## config.mk

```make
export PLATFORM = sky130hd
export DESIGN_NAME = ccp_dist
export DESIGN_NICKNAME = d
export VERILOG_FILES = /design/src/rtl/ccp_pkg.sv /design/src/rtl/ccp_dist.sv
export SDC_FILE = /design/constraint.sdc
export NUM_CORES = 2
export LEC_CHECK = 0
export BUFFER_PORTS_ARGS = -buffer_cell sky130_fd_sc_hd__buf_2
export CAP_MARGIN = 20
export CORE_MARGIN = 3
export CORE_UTILIZATION = 45
export CTS_BUF_LIST = sky130_fd_sc_hd__clkbuf_4 sky130_fd_sc_hd__clkbuf_8
export CTS_CLUSTER_SIZE = 14
export DETAILED_ROUTE_END_ITERATION = 8
export PLACE_DENSITY = 0.7
export SLEW_MARGIN = 20
export SYNTH_ARGS = -nofsm -noshare
export SYNTH_HDL_FRONTEND = slang
export SYNTH_SLANG_ARGS = --single-unit
```

## constraint.sdc

```tcl
create_clock -name i_clk -period 7.9 [get_ports i_clk]
set_clock_uncertainty 0.1 [all_clocks]
set_input_delay 0.79 -clock i_clk [delete_from_list [all_inputs] [get_ports i_clk]]
set_output_delay 0.79 -clock i_clk [all_outputs]
set_load 0.01 [all_outputs]
```

## src/rtl/ccp_pkg.sv

```systemverilog
// Shared types and constants for the circumcircle pipeline.
package ccp_pkg;

    localparam int OUT_W  = 32;
    localparam int RAD_W  = 31;
    localparam int LIM_W  = 33;
    localparam int AD_W   = 31;
    localparam int SQ_W   = 63;
    localparam int ROOT_W = 32;
    localparam int REM_W  = 33;

    localparam logic [LIM_W-1:0] POS_LIMIT = 33'h0_7FFF_FFFF;
    localparam logic [LIM_W-1:0] NEG_LIMIT = 33'h0_8000_0000;

    typedef struct packed {
        logic coll;
        logic neg_x;
        logic neg_y;
    } t_dflag;

    typedef struct packed {
        logic coll;
        logic clip;
        logic big;
    } t_sflag;

endpackage

```

## src/rtl/ccp_dist.sv

```systemverilog
// Rounding and saturation of the center, then squared distance to the first point (4 stages).
module ccp_dist #(
    parameter int C  = 12,
    parameter int F  = 8,
    parameter int QW = 49
) (
    input  logic                     i_clk,
    input  logic                     i_rst_n,
    input  logic                     i_en,
    input  logic                     i_valid,
    input  logic [QW-1:0]            i_quo_a,
    input  logic [QW-1:0]            i_quo_b,
    input  logic [C-1:0]             i_x1,
    input  logic [C-1:0]             i_y1,
    input  ccp_pkg::t_dflag          i_flag,
    output logic                     o_valid,
    output logic [ccp_pkg::SQ_W-1:0] o_sq,
    output logic [ccp_pkg::OUT_W-1:0] o_cx,
    output logic [ccp_pkg::OUT_W-1:0] o_cy,
    output ccp_pkg::t_sflag          o_flag
);
    import ccp_pkg::*;

    localparam int CW = (QW > LIM_W) ? QW : LIM_W;
    localparam int XW = OUT_W+2;

    function automatic logic [OUT_W:0] sat_fix(input logic [QW-1:0] quo, input logic neg);
        logic [QW:0]      sum;
        logic [CW-1:0]    m_ext;
        logic [CW-1:0]    l_ext;
        logic [LIM_W-1:0] lim;
        logic [LIM_W-1:0] m_sat;
        logic [LIM_W-1:0] sgn;
        logic             over;
        sum   = {1'b0, quo} + (QW+1)'(1);
        lim   = neg ? NEG_LIMIT : POS_LIMIT;
        m_ext = CW'(sum[QW:1]);
        l_ext = CW'(lim);
        over  = (m_ext > l_ext);
        m_sat = over ? lim : m_ext[LIM_W-1:0];
        sgn   = neg ? (~m_sat + 1'b1) : m_sat;
        return {over, sgn[OUT_W-1:0]};
    endfunction

    function automatic logic [XW-1:0] abs_off(input logic [OUT_W-1:0] c,
                                              input logic [C-1:0] p);
        logic [XW-1:0] d;
        d = {c[OUT_W-1], c[OUT_W-1], c} - {1'b0, (LIM_W'(p) << F)};
        return d[XW-1] ? (~d + 1'b1) : d;
    endfunction

    logic [OUT_W:0]   sx, sy;
    logic [XW-1:0]    adx, ady;

    logic             r1_v, r2_v, r3_v, r4_v;
    logic [OUT_W-1:0] r1_cx, r1_cy, r2_cx, r2_cy, r3_cx, r3_cy, r4_cx, r4_cy;
    logic [C-1:0]     r1_x1, r1_y1;
    t_sflag           r1_f, r2_f, r3_f, r4_f;
    logic [AD_W-1:0]  r2_adx, r2_ady;
    logic [2*AD_W-1:0] r3_px, r3_py;
    logic [SQ_W-1:0]  r4_sq;

    assign sx  = sat_fix(i_quo_a, i_flag.neg_x);
    assign sy  = sat_fix(i_quo_b, i_flag.neg_y);
    assign adx = abs_off(r1_cx, r1_x1);
    assign ady = abs_off(r1_cy, r1_y1);

    always_ff @(posedge i_clk) begin
        if (i_en) begin
            r1_cx     <= sx[OUT_W-1:0];
            r1_cy     <= sy[OUT_W-1:0];
            r1_x1     <= i_x1;
            r1_y1     <= i_y1;
            r1_f.coll <= i_flag.coll;
            r1_f.clip <= sx[OUT_W] | sy[OUT_W];
            r1_f.big  <= 1'b0;

            r2_cx     <= r1_cx;
            r2_cy     <= r1_cy;
            r2_adx    <= adx[AD_W-1:0];
            r2_ady    <= ady[AD_W-1:0];
            r2_f.coll <= r1_f.coll;
            r2_f.clip <= r1_f.clip;
            r2_f.big  <= (adx > XW'(POS_LIMIT)) || (ady > XW'(POS_LIMIT));

            r3_cx     <= r2_cx;
            r3_cy     <= r2_cy;
            r3_px     <= r2_adx * r2_adx;
            r3_py     <= r2_ady * r2_ady;
            r3_f      <= r2_f;

            r4_cx     <= r3_cx;
            r4_cy     <= r3_cy;
            r4_sq     <= {1'b0, r3_px} + {1'b0, r3_py};
            r4_f      <= r3_f;
        end
    end

    always_ff @(posedge i_clk) begin
        if (!i_rst_n) begin
            r1_v <= 1'b0;
            r2_v <= 1'b0;
            r3_v <= 1'b0;
            r4_v <= 1'b0;
        end else if (i_en) begin
            r1_v <= i_valid;
            r2_v <= r1_v;
            r3_v <= r2_v;
            r4_v <= r3_v;
        end
    end

    assign o_valid = r4_v;
    assign o_sq    = r4_sq;
    assign o_cx    = r4_cx;
    assign o_cy    = r4_cy;
    assign o_flag  = r4_f;

endmodule

```

* Word level (Yosys, flattened, before mapping) *
Cells that the tools add are included.

word-level totals
  register bits after elaboration = 544
  latch bits = 0
  bits in writable memories = 0
  memory bits (read-only) = 0
  input bits = 129
  memories kept = 0

operators by class
  add/sub/neg operators = 9
  multipliers = 2
  divide/modulo/power cells = 0
  magnitude comparators = 4
  eq/ne operators = 0
  shifts and indexed selects = 0
  multiplexer cells = 8
  bitwise gates (word level) = 5
  reduce and logical (&&, ||, !) cells = 1

operator list
  kind                     number
  $mux W32                 6
  $mul A31 B31 Y62         2
  $add A49 B1 Y50 const B  2
  $gt A49 B32 Y1           2
  $add A34 B1 Y34 const B  2
  $gt A34 B31 Y1 const B   2
  $mux W34                 2
  $not A34 Y34             2
  $sub A32 B21 Y33         2
  $add A32 B1 Y32 const B  2
  $not A32 Y32             2
  $add A62 B62 Y63         1
  $logic_or A1 B1 Y1       1
  $or A1 B1 Y1             1

* Depth between registers and ports, before layout *
  depth in word-level cells = 6
  gate-level depth with buffers = 32

* Worst setup path before layout *
OpenSTA, ideal clock, no wires.

  path type = register to register
  start = register r2_ady[4]
  end = register r3_py[61], data pin
  library setup time = 259 ps
  arrival time = 7,867 ps
  data required time = 7,541 ps
  slack = -326 ps
  stages on the path, launching flop included = 31
  period minus slack after synthesis = 8,226 ps
  cell sequence = edfxtp_1 clkbuf_1 clkbuf_1 nand2_1 fa_1 inv_1 fa_1 fa_1 inv_1 fa_1 inv_1 fa_1 inv_1 fa_1 inv_1 fa_1 inv_1 fa_1 inv_1 ha_1 and3_1 and3_1 o211ai_1 nand3_1 or4b_2 a21oi_1 o41ai_1 o21ai_0 nand3_1 a21oi_1 xnor2_1

between the ends
  cells in the longest elaborated chain, start to end = 1

ends and longest elaborated chain
  element                   RTL line        RTL
  start: declaration        ccp_dist.sv:59  logic [AD_W-1:0] r2_adx, r2_ady;
  start signal: assignment  ccp_dist.sv:81  r2_ady <= ady[AD_W-1:0];
  $mul A31 B31 Y62          ccp_dist.sv:89  r3_py <= r2_ady * r2_ady;
  end signal: assignment    ccp_dist.sv:89
  end: declaration          ccp_dist.sv:60  logic [2*AD_W-1:0] r3_px, r3_py;

Every way passes these cells.
A chain may end at the register's enable or synchronous reset.

* Worst setup path in the final report *
  start = register r2_adx[6]
  end = register r3_px[59], data pin

between the ends
  cells in the longest elaborated chain, start to end = 1

ends and longest elaborated chain
  element                   RTL line        RTL
  start: declaration        ccp_dist.sv:59
  start signal: assignment  ccp_dist.sv:80  r2_adx <= adx[AD_W-1:0];
  $mul A31 B31 Y62          ccp_dist.sv:88  r3_px <= r2_adx * r2_adx;
  end signal: assignment    ccp_dist.sv:88
  end: declaration          ccp_dist.sv:60

Every way passes these cells.

==> flow_summary.ini <==
[synth]
yosysWarnings = 0
syn_area_sq_mm = 0.0822
synth_top_area_share = 0.366
synth_top_cell_by_area = fa_1
synth_seq_cells = 538
synth-main-ff-cell = edfxtp_1
syn-instance-count = 8155
synth_cell_types = 102
synth_area_leaders = fa_1, edfxtp_1, ha_1
syn-num-nets = 10500
synth_area_per_cell_sq_um = 10.1
ys_seq_area_frac = 0.196
synth_edf_count = 534
async_flop_share = 0

[layout]
syn_to_final_growth_pct = 17.0
final_util = 0.531
fin_nets = 11400
layout_commonest_cell = inv_1
mostFrequentLayoutCells = inv_1, fa_1, nand2_1, buf_4, ha_1
drive_above_1_share = 0.177
fin_area_sq_mm = 0.0962

[timing]
maxSlewViolCount = 0
rsz0062_at_grt = true
setup_viol = 20
finalHoldViolCount = 0
post-route-period-util = 1.03
worst-slew-pin-transition_ns = 1.05
max_freq_ghz = 0.123
relSlewSlack = 0.298
post-route-min-period_ns = 8.13
setup_slack_ns = -0.232
fin_tns_setup_ns = -2.16

[worst_hold_path]
min_path_cells = 1
hold_path.startpoint = i_x1[7]
whs_endpoint = r1_x1[7]
hold_class = input pin to register

[worst_setup_path]
required_ns = 8.35
arrival_ns = 8.58
slowest_stage = fa_1
crit_path_max_incr_delay_ns = 0.55
rr_endpoint = r3_px[59]
cp-startpoint = r2_adx[6]
r2r-start = r2_adx[6]
start_kind = register
r2r_slack_ns = -0.23
path_common_cell = fa_1
critPathKind = register to register
worst_setup_path_end_kind = register
r2r_cells = 29
crit_path_max_fanout = 7

[placed_design]
io_buffers = 259
gp_congestion = 0.947
dpl.hpwl_um = 176000
place_area_sq_mm = 0.0907

[global_routing]
grt_use_total = 0.233
grt-ovfl-total = 0
antenna_found_initial = 7
grtUsageMet3 = 0.0318
grt_pass1_wl_um = 345000
gr-usage-met1 = 0.303
grt_use_met2 = 0.393
grt_pass1_vias = 65300
grt_max_degree = 185
grt_busiest_layer = met2

[routing]
final_antenna_net_count = 0
dr.pass1.iters = 6
wire_per_inst_um = 18.6
wirelength_um = 214000
vias_per_cell = 5.20
first_iter_violations = 3656
drc = 0
num_vias = 59900

[die]
dieWidth_um = 433
design.portCount = 260
rows = 156
die_height_um = 433
coreArea_sq_mm = 0.181
start_util = 0.454
dieArea_sq_mm = 0.188

[clock_tree]
cts_max_level = 3
cts_root_buf = clkbuf_8
cts_buffers = 98
clk_pin_slew_ns = 0.06
cts_sinks = 538
cts_tree = done
clock_latency_ns = 0.82
cts_buffer_depth = 3

[outcome]
run_status = finished with violations
violations = negative setup slack

[job]
cap_violations = 0
cell families (layout without fill, tap and decap cells):
kind of cell	count (synthesis)	count (layout)	share of synthesized area
multiplexers	38	38	0.00479
flip-flops	538	538	0.196
other	0	1	0
AND/OR/NAND/NOR	1938	1938	0.119
buffers and inverters	2213	3191	0.102
XOR/XNOR	362	362	0.0387
adder cells (fa/ha/maj)	2192	2192	0.471
AO/OA/AOI/OAI	874	874	0.0687
timing repair:
item                                   CTS  global route
setup buffers                           72            44
endpoints found under the hold margin   20             0
pin swaps                              195           208
gates cloned                             6             1
resized for setup                      309           222
hold buffers                            20             0
setup endpoints to repair               37            47
worst max-delay path: cells and delay by family (launching register included):
family	cells	cell delay, ns
AO/OA/AOI/OAI	10	2.00
XOR/XNOR	1	0.07
adder cells (fa/ha/maj)	9	4.34
buffers and inverters	8	0.80
flip-flops	1	0.40
AND/OR/NAND/NOR	1	0.15
cell type report:
type                            count  area, sq um
Antenna cell                        1         2.50
Clock buffer                      116         1480
Clock inverter                     64          574
Fill cell                       15700        85000
Inverter                         1954         7350
Multi-Input combinational cell   5404        59500
Sequential cell                   538        16100
Tap cell                         2370         2970
Timing Repair Buffer             1057         8220
how the worst max path moves through the flow:
| stage | cells after the start | endpoint |
|---|---|---|
| 3_5_place_dp | 28 | r3_px[58] |
| 6_report | 29 | r3_px[59] |
| 2_1_floorplan | 29 | r3_py[43] |
| 4_1_cts | 29 | r3_px[53] |
| 5_1_grt | 29 | r3_px[59] |
| 3_3_place_gp | 32 | r3_py[54] |
routing by layer:
| layer | share of wire | vias to the layer above |
|---|---|---|
| met5 | 0.000037 | - |
| met4 | 0.047 | 2 |
| met3 | 0.058 | 413 |
| met2 | 0.49 | 1778 |
| met1 | 0.41 | 30300 |
| li1 | - | 27400 |
stage by stage:
step                      hold slack [ns]  setup slack [ns]  cells
after global routing               0.0399            -0.404  11500
after CTS                          0.0216            -0.219  11500
after detailed placement            0.305            -0.752  11200
after floorplan                     0.300           0.00364   8155
final                              0.0955            -0.232  11500
after global placement              0.303            -0.459  11200
state kept, by name, indices dropped and copies added (netlist names), 2 cells and up:
| signal | flops |
|---|---|
| o_sq | 63 |
| r3_px | 60 |
| r3_py | 60 |
| o_cx | 32 |
| o_cy | 32 |
| r1_cx | 32 |
| r1_cy | 32 |
| r2_cx | 32 |
| r2_cy | 32 |
| r3_cx | 32 |
| r3_cy | 32 |
| r2_adx | 30 |
| r2_ady | 30 |
| r1_x1 | 12 |
| r1_y1 | 12 |
| o_flag | 3 |
| r2_f | 3 |
| r3_f | 3 |
| r1_f | 2 |
Yosys cell counts (78+ instances only):
library cell  number
edfxtp_1         534
and2_1           431
xor2_1           135
a21o_1           128
nand2_1          683
nor3_1            78
a21oi_1          260
nor2_1           262
nand3_1          105
clkbuf_1         238
xnor2_1          226
ha_1             691
o21ai_0          168
inv_1           1952
fa_1            1501
Power is left out: the tool's default activity adds up to more than one toggle a clock period on the data nets, which glitch-free logic cannot reach.
